**src/sv/phmsr_pkg.sv**
```systemverilog
// Shared constants, types and codes of the mesh segment refiner.
`timescale 1ns / 1ps
package phmsr_pkg;

  localparam int unsigned MAX_SPLITS_DEF = 16;
  localparam int unsigned DATA_W         = 32;
  localparam int unsigned NODE_W         = 8;
  localparam int unsigned DIV_W          = 33;
  localparam int unsigned DEN_W          = 8;
  localparam int unsigned K_W            = 6;
  localparam int unsigned CFG_IDX_W      = 2;

  localparam logic [CFG_IDX_W-1:0] REG_TOL  = 2'd0;
  localparam logic [CFG_IDX_W-1:0] REG_NMAX = 2'd1;
  localparam logic [CFG_IDX_W-1:0] REG_NMIN = 2'd2;

  localparam logic [DATA_W-1:0] TOL_RST  = 32'd1678;
  localparam logic [NODE_W-1:0] NMAX_RST = 8'd12;
  localparam logic [NODE_W-1:0] NMIN_RST = 8'd4;
  localparam logic [NODE_W-1:0] NODES_LO = 8'd2;
  localparam logic [K_W-1:0]    POW_K_MAX = 6'd32;

  typedef enum logic [2:0] {
    ST_IDLE,
    ST_POW,
    ST_DIV_BQ,
    ST_DIV_DIFF,
    ST_EMIT,
    ST_SPLIT
  } state_t;

  typedef struct packed {
    logic              start;
    logic [DIV_W-1:0]  num;
    logic [DEN_W-1:0]  den;
  } div_req_t;

  typedef struct packed {
    logic              done;
    logic [DIV_W-1:0]  quo;
    logic [DEN_W-1:0]  rem;
  } div_rsp_t;

  typedef struct packed {
    logic               go;
    logic [DATA_W-1:0]  emax;
    logic [NODE_W-1:0]  nodes;
    logic [DATA_W-1:0]  seg_a;
    logic [DATA_W-1:0]  seg_b;
  } seg_job_t;

  typedef struct packed {
    logic               valid;
    logic [DATA_W-1:0]  sub_start;
    logic [DATA_W-1:0]  sub_end;
    logic [NODE_W-1:0]  sub_nodes;
    logic               refined;
    logic               split_last;
  } sub_word_t;

endpackage

```
**src/sv/phmsr_if.sv**
```systemverilog
// Valid/ready channel interfaces for sample input and subinterval output words.
`timescale 1ns / 1ps
interface phmsr_in_if;
  import phmsr_pkg::*;
  logic                      valid;
  logic                      ready;
  logic [DATA_W-1:0]         err_sample;
  logic                      seg_last;
  logic [NODE_W-1:0]         nodes_now;
  logic signed [DATA_W-1:0]  mesh_start;
  logic signed [DATA_W-1:0]  mesh_end;

  modport source (output valid, err_sample, seg_last, nodes_now, mesh_start, mesh_end,
                  input ready);
  modport sink   (input valid, err_sample, seg_last, nodes_now, mesh_start, mesh_end,
                  output ready);
endinterface

interface phmsr_out_if;
  import phmsr_pkg::*;
  logic                      valid;
  logic                      ready;
  logic signed [DATA_W-1:0]  sub_start;
  logic signed [DATA_W-1:0]  sub_end;
  logic [NODE_W-1:0]         sub_nodes;
  logic                      refined;
  logic                      split_last;

  modport source (output valid, sub_start, sub_end, sub_nodes, refined, split_last,
                  input ready);
  modport sink   (input valid, sub_start, sub_end, sub_nodes, refined, split_last,
                  output ready);
endinterface

```
**src/sv/phmsr_div.sv**
```systemverilog
// Shared radix-2 restoring divider, one quotient bit per cycle.
`timescale 1ns / 1ps
module phmsr_div (
  input  logic                clk,
  input  logic                rst_n,
  input  phmsr_pkg::div_req_t req,
  output phmsr_pkg::div_rsp_t rsp
);
  import phmsr_pkg::*;

  localparam int unsigned CNT_W = $clog2(DIV_W + 1);

  logic [DIV_W-1:0] quo_r, quo_nxt;
  logic [DEN_W-1:0] rem_r, rem_nxt;
  logic [DEN_W-1:0] den_r, den_nxt;
  logic [CNT_W-1:0] cnt_r, cnt_nxt;
  logic             busy_r, busy_nxt;
  logic             done_r, done_nxt;
  logic [DEN_W:0]   trial;
  logic             qbit;

  always_comb begin
    trial    = {rem_r, quo_r[DIV_W-1]};
    qbit     = 1'b0;
    quo_nxt  = quo_r;
    rem_nxt  = rem_r;
    den_nxt  = den_r;
    cnt_nxt  = cnt_r;
    busy_nxt = busy_r;
    done_nxt = 1'b0;
    if (req.start) begin
      quo_nxt  = req.num;
      rem_nxt  = '0;
      den_nxt  = req.den;
      cnt_nxt  = CNT_W'(DIV_W);
      busy_nxt = 1'b1;
    end else if (busy_r) begin
      if (trial >= {1'b0, den_r}) begin
        qbit    = 1'b1;
        rem_nxt = DEN_W'(trial - {1'b0, den_r});
      end else begin
        rem_nxt = trial[DEN_W-1:0];
      end
      quo_nxt = {quo_r[DIV_W-2:0], qbit};
      cnt_nxt = cnt_r - 1'b1;
      if (cnt_r == CNT_W'(1)) begin
        busy_nxt = 1'b0;
        done_nxt = 1'b1;
      end
    end
  end

  always_ff @(posedge clk) begin
    if (!rst_n) begin
      busy_r <= 1'b0;
      done_r <= 1'b0;
      cnt_r  <= '0;
    end else begin
      busy_r <= busy_nxt;
      done_r <= done_nxt;
      cnt_r  <= cnt_nxt;
    end
  end

  always_ff @(posedge clk) begin
    quo_r <= quo_nxt;
    rem_r <= rem_nxt;
    den_r <= den_nxt;
  end

  assign rsp.done = done_r;
  assign rsp.quo  = quo_r;
  assign rsp.rem  = rem_r;

endmodule

```
**src/sv/phmsr_ctrl.sv**
```systemverilog
// Segment-end sequencer: power search, split count and split point stepping.
`timescale 1ns / 1ps
module phmsr_ctrl #(
  parameter int unsigned MAX_SPLITS = phmsr_pkg::MAX_SPLITS_DEF
) (
  input  logic                              clk,
  input  logic                              rst_n,
  input  phmsr_pkg::seg_job_t               job,
  input  logic [phmsr_pkg::DATA_W-1:0]      tol,
  input  logic [phmsr_pkg::NODE_W-1:0]      nmax,
  input  logic [phmsr_pkg::NODE_W-1:0]      nmin,
  output logic                              busy,
  output phmsr_pkg::sub_word_t              word,
  input  logic                              word_take,
  output phmsr_pkg::div_req_t               dreq,
  input  phmsr_pkg::div_rsp_t               drsp
);
  import phmsr_pkg::*;

  localparam int unsigned BQ_W = $clog2(MAX_SPLITS + 1);

  state_t               state_r, state_nxt;
  logic [DATA_W-1:0]    emax_r, emax_nxt;
  logic [NODE_W-1:0]    nodes_r, nodes_nxt;
  logic [DATA_W-1:0]    a_r, a_nxt;
  logic [DATA_W-1:0]    b_r, b_nxt;
  logic [DATA_W-1:0]    p_r, p_nxt;
  logic [K_W-1:0]       k_r, k_nxt;
  logic [NODE_W-1:0]    en_nodes_r, en_nodes_nxt;
  logic                 en_ref_r, en_ref_nxt;
  logic [BQ_W-1:0]      bq_r, bq_nxt;
  logic [BQ_W-1:0]      idx_r, idx_nxt;
  logic [BQ_W-1:0]      rr_r, rr_nxt;
  logic [BQ_W-1:0]      rstep_r, rstep_nxt;
  logic [DIV_W-1:0]     qlo_r, qlo_nxt;
  logic [DIV_W-1:0]     qhi_r, qhi_nxt;
  logic [DIV_W-1:0]     qstep_r, qstep_nxt;

  logic [NODE_W-1:0]          nodes_in;
  logic [NODE_W-1:0]          nm;
  logic [DATA_W+NODE_W-1:0]   prod;
  logic                       pow_go;
  logic [NODE_W:0]            newn;
  logic                       need_split;
  logic [BQ_W-1:0]            bq_sel;
  logic [DIV_W-1:0]           diff;
  logic [DIV_W-1:0]           absd;
  logic [BQ_W:0]              rsum;
  logic                       sub_last;
  logic                       take;

  assign nodes_in   = (job.nodes < NODES_LO) ? NODES_LO : job.nodes;
  assign nm         = (nmin < NODES_LO) ? NODES_LO : nmin;
  assign prod       = p_r * nodes_r;
  assign pow_go     = (k_r < POW_K_MAX) && (prod <= (DATA_W+NODE_W)'(emax_r));
  assign newn       = {1'b0, nodes_r} + (NODE_W+1)'(k_r);
  assign need_split = newn > {1'b0, nmax};
  assign diff       = {b_r[DATA_W-1], b_r} - {a_r[DATA_W-1], a_r};
  assign absd       = diff[DIV_W-1] ? (~diff + 1'b1) : diff;
  assign rsum       = {1'b0, rr_r} + {1'b0, rstep_r};
  assign sub_last   = ({1'b0, idx_r} + 1'b1) == {1'b0, bq_r};
  assign take       = word.valid && word_take;

  always_comb begin
    if (drsp.quo < DIV_W'(2)) begin
      bq_sel = BQ_W'(2);
    end else if (drsp.quo > DIV_W'(MAX_SPLITS)) begin
      bq_sel = BQ_W'(MAX_SPLITS);
    end else begin
      bq_sel = drsp.quo[BQ_W-1:0];
    end
  end

  // next state
  always_comb begin
    state_nxt = state_r;
    unique case (state_r)
      ST_IDLE: begin
        if (job.go) begin
          state_nxt = (job.emax <= tol) ? ST_EMIT : ST_POW;
        end
      end
      ST_POW: begin
        if (!pow_go) begin
          state_nxt = need_split ? ST_DIV_BQ : ST_EMIT;
        end
      end
      ST_DIV_BQ: begin
        if (drsp.done) begin
          state_nxt = ST_DIV_DIFF;
        end
      end
      ST_DIV_DIFF: begin
        if (drsp.done) begin
          state_nxt = ST_SPLIT;
        end
      end
      ST_EMIT: begin
        if (take) begin
          state_nxt = ST_IDLE;
        end
      end
      ST_SPLIT: begin
        if (take && sub_last) begin
          state_nxt = ST_IDLE;
        end
      end
      default: state_nxt = ST_IDLE;
    endcase
  end

  // datapath
  always_comb begin
    emax_nxt     = emax_r;
    nodes_nxt    = nodes_r;
    a_nxt        = a_r;
    b_nxt        = b_r;
    p_nxt        = p_r;
    k_nxt        = k_r;
    en_nodes_nxt = en_nodes_r;
    en_ref_nxt   = en_ref_r;
    bq_nxt       = bq_r;
    idx_nxt      = idx_r;
    rr_nxt       = rr_r;
    rstep_nxt    = rstep_r;
    qlo_nxt      = qlo_r;
    qhi_nxt      = qhi_r;
    qstep_nxt    = qstep_r;
    unique case (state_r)
      ST_IDLE: begin
        if (job.go) begin
          emax_nxt     = job.emax;
          nodes_nxt    = nodes_in;
          a_nxt        = job.seg_a;
          b_nxt        = job.seg_b;
          p_nxt        = tol;
          k_nxt        = '0;
          en_nodes_nxt = nodes_in;
          en_ref_nxt   = 1'b0;
        end
      end
      ST_POW: begin
        if (pow_go) begin
          p_nxt = prod[DATA_W-1:0];
          k_nxt = k_r + 1'b1;
        end else begin
          en_nodes_nxt = newn[NODE_W] ? {NODE_W{1'b1}} : newn[NODE_W-1:0];
          en_ref_nxt   = 1'b1;
        end
      end
      ST_DIV_BQ: begin
        if (drsp.done) begin
          bq_nxt = bq_sel;
        end
      end
      ST_DIV_DIFF: begin
        if (drsp.done) begin
          if (!diff[DIV_W-1]) begin
            qstep_nxt = drsp.quo;
            rstep_nxt = BQ_W'(drsp.rem);
          end else if (drsp.rem == '0) begin
            qstep_nxt = ~drsp.quo + 1'b1;
            rstep_nxt = '0;
          end else begin
            // floor toward minus infinity
            qstep_nxt = ~drsp.quo;
            rstep_nxt = BQ_W'(DEN_W'(bq_r) - drsp.rem);
          end
          qlo_nxt = '0;
          idx_nxt = '0;
          if (!diff[DIV_W-1]) begin
            qhi_nxt = drsp.quo;
            rr_nxt  = BQ_W'(drsp.rem);
          end else if (drsp.rem == '0) begin
            qhi_nxt = ~drsp.quo + 1'b1;
            rr_nxt  = '0;
          end else begin
            qhi_nxt = ~drsp.quo;
            rr_nxt  = BQ_W'(DEN_W'(bq_r) - drsp.rem);
          end
        end
      end
      ST_EMIT: begin
      end
      ST_SPLIT: begin
        if (take) begin
          qlo_nxt = qhi_r;
          idx_nxt = idx_r + 1'b1;
          if (rsum >= {1'b0, bq_r}) begin
            rr_nxt  = BQ_W'(rsum - {1'b0, bq_r});
            qhi_nxt = qhi_r + qstep_r + 1'b1;
          end else begin
            rr_nxt  = rsum[BQ_W-1:0];
            qhi_nxt = qhi_r + qstep_r;
          end
        end
      end
      default: begin
      end
    endcase
  end

  // outputs
  always_comb begin
    busy = (state_r != ST_IDLE);
    word = '0;
    dreq = '0;
    unique case (state_r)
      ST_IDLE: begin
      end
      ST_POW: begin
        dreq.start = !pow_go && need_split;
        dreq.num   = DIV_W'({1'b0, newn} + (NODE_W+2)'(nm) - 1'b1);
        dreq.den   = DEN_W'(nm);
      end
      ST_DIV_BQ: begin
        dreq.start = drsp.done;
        dreq.num   = absd;
        dreq.den   = DEN_W'(bq_sel);
      end
      ST_DIV_DIFF: begin
      end
      ST_EMIT: begin
        word.valid      = 1'b1;
        word.sub_start  = a_r;
        word.sub_end    = b_r;
        word.sub_nodes  = en_nodes_r;
        word.refined    = en_ref_r;
        word.split_last = 1'b1;
      end
      ST_SPLIT: begin
        word.valid      = 1'b1;
        word.sub_start  = a_r + qlo_r[DATA_W-1:0];
        word.sub_end    = a_r + qhi_r[DATA_W-1:0];
        word.sub_nodes  = nm;
        word.refined    = 1'b1;
        word.split_last = sub_last;
      end
      default: begin
      end
    endcase
  end

  always_ff @(posedge clk) begin
    if (!rst_n) begin
      state_r <= ST_IDLE;
    end else begin
      state_r <= state_nxt;
    end
  end

  always_ff @(posedge clk) begin
    emax_r     <= emax_nxt;
    nodes_r    <= nodes_nxt;
    a_r        <= a_nxt;
    b_r        <= b_nxt;
    p_r        <= p_nxt;
    k_r        <= k_nxt;
    en_nodes_r <= en_nodes_nxt;
    en_ref_r   <= en_ref_nxt;
    bq_r       <= bq_nxt;
    idx_r      <= idx_nxt;
    rr_r       <= rr_nxt;
    rstep_r    <= rstep_nxt;
    qlo_r      <= qlo_nxt;
    qhi_r      <= qhi_nxt;
    qstep_r    <= qstep_nxt;
  end

endmodule

```
**src/sv/ph_mesh_segment_refiner.sv**
```systemverilog
// Mesh segment refiner top level: config registers, running max, output register.
// Non-final sample word: accepted while idle and folded into the running max; ready stays high.
// Final word, segment within tolerance: emit state, then the word is loaded into the output register.
// Raised order: a power search (one 32x8 multiply per step), then the emit state.
// Split: power search, two passes of the shared divider, then one subinterval word per
//   cycle unless the output stalls; input ready stays low until the last is handed over.
// Reset (synchronous, rst_n low): tol 1678, nmax 12, nmin 4, running max 0, idle.
`timescale 1ns / 1ps
module ph_mesh_segment_refiner #(
  parameter int unsigned MAX_SPLITS = phmsr_pkg::MAX_SPLITS_DEF
) (
  input  logic                                 clk,
  input  logic                                 rst_n,
  phmsr_in_if.sink                             in_ch,
  phmsr_out_if.source                          out_ch,
  input  logic                                 cfg_we,
  input  logic [phmsr_pkg::CFG_IDX_W-1:0]      cfg_idx,
  input  logic [phmsr_pkg::DATA_W-1:0]         cfg_wdata
);
  import phmsr_pkg::*;

  logic [DATA_W-1:0] tol_r;
  logic [NODE_W-1:0] nmax_r;
  logic [NODE_W-1:0] nmin_r;
  logic [DATA_W-1:0] rmax_r, rmax_nxt;
  logic              oval_r, oval_nxt;
  sub_word_t         oword_r;

  logic              busy;
  logic              in_acc;
  logic [DATA_W-1:0] emax;
  logic              word_take;
  seg_job_t          job;
  sub_word_t         word;
  div_req_t          dreq;
  div_rsp_t          drsp;

  assign in_acc    = in_ch.valid && in_ch.ready;
  assign in_ch.ready = !busy;
  assign emax      = (rmax_r > in_ch.err_sample) ? rmax_r : in_ch.err_sample;
  assign word_take = !oval_r || out_ch.ready;

  assign job.go    = in_acc && in_ch.seg_last;
  assign job.emax  = emax;
  assign job.nodes = in_ch.nodes_now;
  assign job.seg_a = in_ch.mesh_start;
  assign job.seg_b = in_ch.mesh_end;

  always_ff @(posedge clk) begin
    if (!rst_n) begin
      tol_r  <= TOL_RST;
      nmax_r <= NMAX_RST;
      nmin_r <= NMIN_RST;
    end else if (cfg_we) begin
      unique case (cfg_idx)
        REG_TOL:  tol_r  <= cfg_wdata;
        REG_NMAX: nmax_r <= cfg_wdata[NODE_W-1:0];
        REG_NMIN: nmin_r <= cfg_wdata[NODE_W-1:0];
        default: begin
        end
      endcase
    end
  end

  always_comb begin
    rmax_nxt = rmax_r;
    if (in_acc) begin
      rmax_nxt = in_ch.seg_last ? '0 : emax;
    end
  end

  always_comb begin
    oval_nxt = oval_r;
    if (word.valid && word_take) begin
      oval_nxt = 1'b1;
    end else if (out_ch.ready) begin
      oval_nxt = 1'b0;
    end
  end

  always_ff @(posedge clk) begin
    if (!rst_n) begin
      rmax_r <= '0;
      oval_r <= 1'b0;
    end else begin
      rmax_r <= rmax_nxt;
      oval_r <= oval_nxt;
    end
  end

  always_ff @(posedge clk) begin
    if (word.valid && word_take) begin
      oword_r <= word;
    end
  end

  assign out_ch.valid      = oval_r;
  assign out_ch.sub_start  = oword_r.sub_start;
  assign out_ch.sub_end    = oword_r.sub_end;
  assign out_ch.sub_nodes  = oword_r.sub_nodes;
  assign out_ch.refined    = oword_r.refined;
  assign out_ch.split_last = oword_r.split_last;

  phmsr_ctrl #(
    .MAX_SPLITS (MAX_SPLITS)
  ) u_ctrl (
    .clk       (clk),
    .rst_n     (rst_n),
    .job       (job),
    .tol       (tol_r),
    .nmax      (nmax_r),
    .nmin      (nmin_r),
    .busy      (busy),
    .word      (word),
    .word_take (word_take),
    .dreq      (dreq),
    .drsp      (drsp)
  );

  phmsr_div u_div (
    .clk   (clk),
    .rst_n (rst_n),
    .req   (dreq),
    .rsp   (drsp)
  );

endmodule

```
**src/flat_wrapper.sv**
```systemverilog
// flat-port wrapper written by rule: the top's interface ports become plain ports
module ph_mesh_segment_refiner_flat import phmsr_pkg::*;
#(
  parameter int unsigned MAX_SPLITS = phmsr_pkg::MAX_SPLITS_DEF
)
  (clk, rst_n, cfg_we, cfg_idx, cfg_wdata, in_ch_valid, in_ch_err_sample, in_ch_seg_last, in_ch_nodes_now, in_ch_mesh_start, in_ch_mesh_end, in_ch_ready, out_ch_valid, out_ch_sub_start, out_ch_sub_end, out_ch_sub_nodes, out_ch_refined, out_ch_split_last, out_ch_ready);
  phmsr_in_if in_ch_i ();
  phmsr_out_if out_ch_i ();
  input  logic clk;
  input  logic rst_n;
  input  logic cfg_we;
  input  logic [phmsr_pkg::CFG_IDX_W-1:0] cfg_idx;
  input  logic [phmsr_pkg::DATA_W-1:0] cfg_wdata;
  input wire logic [$bits(in_ch_i.valid)-1:0] in_ch_valid;
  input wire logic [$bits(in_ch_i.err_sample)-1:0] in_ch_err_sample;
  input wire logic [$bits(in_ch_i.seg_last)-1:0] in_ch_seg_last;
  input wire logic [$bits(in_ch_i.nodes_now)-1:0] in_ch_nodes_now;
  input wire logic [$bits(in_ch_i.mesh_start)-1:0] in_ch_mesh_start;
  input wire logic [$bits(in_ch_i.mesh_end)-1:0] in_ch_mesh_end;
  output wire logic [$bits(in_ch_i.ready)-1:0] in_ch_ready;
  output wire logic [$bits(out_ch_i.valid)-1:0] out_ch_valid;
  output wire logic [$bits(out_ch_i.sub_start)-1:0] out_ch_sub_start;
  output wire logic [$bits(out_ch_i.sub_end)-1:0] out_ch_sub_end;
  output wire logic [$bits(out_ch_i.sub_nodes)-1:0] out_ch_sub_nodes;
  output wire logic [$bits(out_ch_i.refined)-1:0] out_ch_refined;
  output wire logic [$bits(out_ch_i.split_last)-1:0] out_ch_split_last;
  input wire logic [$bits(out_ch_i.ready)-1:0] out_ch_ready;
  assign in_ch_i.valid = in_ch_valid;
  assign in_ch_i.err_sample = in_ch_err_sample;
  assign in_ch_i.seg_last = in_ch_seg_last;
  assign in_ch_i.nodes_now = in_ch_nodes_now;
  assign in_ch_i.mesh_start = in_ch_mesh_start;
  assign in_ch_i.mesh_end = in_ch_mesh_end;
  assign in_ch_ready = in_ch_i.ready;
  assign out_ch_valid = out_ch_i.valid;
  assign out_ch_sub_start = out_ch_i.sub_start;
  assign out_ch_sub_end = out_ch_i.sub_end;
  assign out_ch_sub_nodes = out_ch_i.sub_nodes;
  assign out_ch_refined = out_ch_i.refined;
  assign out_ch_split_last = out_ch_i.split_last;
  assign out_ch_i.ready = out_ch_ready;
  ph_mesh_segment_refiner #(.MAX_SPLITS(MAX_SPLITS)) u_core (.clk(clk), .rst_n(rst_n), .in_ch(in_ch_i), .out_ch(out_ch_i), .cfg_we(cfg_we), .cfg_idx(cfg_idx), .cfg_wdata(cfg_wdata));
endmodule
```
**config.mk**
```make
export PLATFORM = sky130hd
export DESIGN_NAME = ph_mesh_segment_refiner_flat
export DESIGN_NICKNAME = d
export VERILOG_FILES = /design/src/sv/phmsr_pkg.sv /design/src/sv/phmsr_if.sv /design/src/sv/phmsr_div.sv /design/src/sv/phmsr_ctrl.sv /design/src/sv/ph_mesh_segment_refiner.sv /design/src/flat_wrapper.sv
export SDC_FILE = /design/constraint.sdc
export NUM_CORES = 2
export LEC_CHECK = 0
export ABC_AREA = 1
export CORE_ASPECT_RATIO = 1.5
export CORE_MARGIN = 3
export CORE_UTILIZATION = 45
export DETAILED_ROUTE_END_ITERATION = 10
export DONT_BUFFER_PORTS = 1
export HOLD_SLACK_MARGIN = 0.05
export PLACE_DENSITY_LB_ADDON = 0.12
export SETUP_SLACK_MARGIN = 0.05
export SYNTH_ARGS = -nofsm -noshare
export SYNTH_HDL_FRONTEND = slang
export SYNTH_SLANG_ARGS = --single-unit
```
**constraint.sdc**
```tcl
create_clock -name clk -period 12.5 [get_ports clk]
set_input_delay 2.5 -clock clk [delete_from_list [all_inputs] [get_ports clk]]
set_output_delay 2.5 -clock clk [all_outputs]
set_load 0.01 [all_outputs]
```
==> results.json <==
{
  "status": "finished, final reports clean",
  "area_growth_syn_to_layout_pct": 7.56,
  "skew_ns": 0.0547,
  "dp_hpwl_um": 121000,
  "cts_resized": 0,
  "grt_max_degree": 85,
  "worstPathArrival_ns": 7.99,
  "maxCapViolCount": 0,
  "clock_tree.root_cell": "clkbuf_16",
  "fp.dieW_um": 257,
  "cts_setup_buffers": 0,
  "clkSlewWorstSetupHoldPaths_ns": 0.07,
  "crit_top_cell": "nand2_1",
  "rsz0062_at_grt": "false",
  "cts_made_buffers": 53,
  "synthTopCellsByArea": "edfxtp_1, nand2_1, ha_1, inv_1, fa_1",
  "crit_path_start": "u_core.u_ctrl.nodes_r[7]",
  "multi_input_area_mm2": 0.0245,
  "max_freq_mhz": 131,
  "crit_path_start_kind": "flip-flop",
  "hp-start": "u_core.nmin_r[0]",
  "r2r_cells": 37,
  "worstMarginPinSlew_ns": 1.12,
  "fin_nets": 6351,
  "track_usage_pct": 29.8,
  "slowest_delay_ns": 0.55,
  "clkLatencyLatePin_ns": 0.66,
  "netlist_area_mm2": 0.0426,
  "setup_tns_ns": 0,
  "totalWireLength_um": 148000,
  "via_per_inst": 5.35,
  "crit_type": "flip-flop to flip-flop",
  "avgRoutedWirePerCell_um": 21.3,
  "path_max_fanout": 64,
  "port-buffer-count": 0,
  "cts.sinks": 482,
  "synth.cells.most_frequent": "nand2_1, inv_1, nor2_1, a21oi_1, edfxtp_1",
  "endpoint_kind": "flip-flop",
  "cp_slowest_cell": "fa_1",
  "start_util_pct": 45.6,
  "core_mm2": 0.0934,
  "gp_congestion": 1.01,
  "vias": 37300,
  "die_area_mm2": 0.0985,
  "maxSlewViolCount": 0,
  "ys_seq_elements": 482,
  "synth_nets": 6420,
  "synthMostInstantiatedCell": "nand2_1",
  "synth_warnings": 0,
  "period_share_pct": 60.9,
  "synth-edff-count": 382,
  "die_h_um": 383,
  "ant_nets": 0,
  "crit_required_ns": 12.87,
  "syn-instance-count": 5744,
  "rows": 137,
  "drc": 0,
  "hold_path_depth": 2,
  "register_area_mm2": 0.0135,
  "htreeDepth": 2,
  "io_pins": 220,
  "yosysSeqAreaShare_pct": 31.6,
  "cts_tree": "built",
  "fin_crit_ns": 7.62,
  "min_path_type": "flip-flop to flip-flop",
  "relSlewSlack_pct": 25.5,
  "synthArstFlopShare_pct": 0,
  "finalSetupViolCount": 0,
  "firstDrtPassIters": 6,
  "yosysUniqueCellTypes": 58,
  "grt_pass1_vias": 37300,
  "grt_overflow": 0,
  "synth_top_flop_cell": "edfxtp_1",
  "drtIter0Drc": 2569,
  "synth_top_area_share_pct": 26.9,
  "antenna_found_initial": 4,
  "fillCellCount": 9370,
  "avgSynthCellArea_um2": 7.42,
  "grt_pass1_wl_um": 222000,
  "drive_gt1_share_pct": 3.25,
  "clockBufferDepth": 3,
  "synth_top_area_cell": "edfxtp_1",
  "hold_violations": 0,
  "r2r-start": "u_core.u_ctrl.nodes_r[7]",
  "cts_hold_buf": 0
}
## placed cells by master, fill, tap and decap left out, types with 18 or more instances in the layout
| cell | instances |
|---|---|
| clkbuf_16 | 53 |
| nor4_1 | 23 |
| o22ai_1 | 33 |
| xor2_1 | 95 |
| nand3b_1 | 42 |
| fa_1 | 190 |
| o21ai_0 | 327 |
| xnor2_1 | 34 |
| a21oi_1 | 385 |
| nand3_1 | 269 |
| a21o_1 | 21 |
| inv_1 | 1081 |
| o211ai_1 | 19 |
| nand2_1 | 1469 |
| nand4_1 | 86 |
| nor2_1 | 443 |
| nor3_1 | 62 |
| ha_1 | 342 |
| o21bai_1 | 18 |
| buf_4 | 35 |
| dfxtp_1 | 100 |
| edfxtp_1 | 382 |
| and2_1 | 36 |
## cell type report
class | instances | share of cell area (%)
Multi-Input combinational cell | 4017 | 53.5
Sequential cell | 482 | 29.4
Inverter | 1086 | 8.90
Tap cell | 1251 | 3.41
Clock buffer | 58 | 2.93
Clock inverter | 42 | 1.34
Timing Repair Buffer | 35 | 0.573
Antenna cell | 2 | 0.0109
## layer usage
layer	part of all wire (%)	track usage [%]	vias up	wire, um
met2	54	57.9	1095	79500
met3	4.5	3.85	435	6730
met4	9.3	22.6	6	13800
met5	0.028	0	-	41
met1	33	28.1	17500	48300
li1	-	-	18300	-
## registers in the layout (all words and copies together) (netlist names), 32 cells and up
| signal | count |
|---|---|
| u_core.out_ch.sub_end | 32 |
| u_core.out_ch.sub_start | 32 |
| u_core.rmax_r | 32 |
| u_core.tol_r | 32 |
| u_core.u_ctrl.a_r | 32 |
| u_core.u_ctrl.b_r | 32 |
| u_core.u_ctrl.emax_r | 32 |
| u_core.u_ctrl.p_r | 32 |
| u_core.u_ctrl.qhi_r | 32 |
| u_core.u_ctrl.qlo_r | 32 |
| u_core.u_ctrl.qstep_r | 32 |
| u_core.u_div.quo_r | 33 |
## critical path, delay by kind of cell (launching register included)
kind                     cells  cell delay, ns
buffers and inverters        5            1.06
adder cells (fa/ha/maj)      6            2.78
AO/OA/AOI/OAI                2            0.31
flip-flops                   1            0.41
XOR/XNOR                     1            0.18
AND/OR/NAND/NOR             23            2.58
## per-stage QoR
step / hold slack (ns) / utilization (%) / std cells / setup slack, ns / cell area [um2]
after floorplan: 0.430 / - / 5744 / 3.53 / 42600
after global placement: 0.443 / 47.0 / 6871 / 5.03 / 43900
after CTS: 0.458 / 49.1 / 6971 / 4.89 / 45800
after global routing: 0.490 / 49.1 / 6972 / 4.20 / 45900
after detailed placement: 0.449 / 47.0 / 6871 / 4.92 / 43900
final: 0.462 / 49.1 / 6973 / 4.88 / 45900
## path summary, 6_finish.rpt
path / slack [ns] / to
worst max register to register: 4.88 / u_core.u_div.quo_r[21]
worst min register to register: 0.46 / u_core.nmin_r[0]
worst max-delay path: 4.88 / u_core.u_div.quo_r[21]
worst min-delay path: 0.46 / u_core.nmin_r[0]
## cell families (layout without fill, tap and decap cells)
| group | Yosys count | in the layout | share of synthesized area, % |
|---|---|---|---|
| simple gates | 2490 | 2490 | 24.6 |
| buf+inv | 1245 | 1221 | 11.2 |
| compound gates | 863 | 863 | 10.9 |
| fa+ha+maj | 532 | 532 | 19.0 |
| flops | 482 | 482 | 31.6 |
| xor+xnor | 132 | 132 | 2.76 |
| other cells | 0 | 2 | 0 |
Power is not shown: default switching activity piles up to over one toggle a cycle in this logic, so the estimate is an artifact.
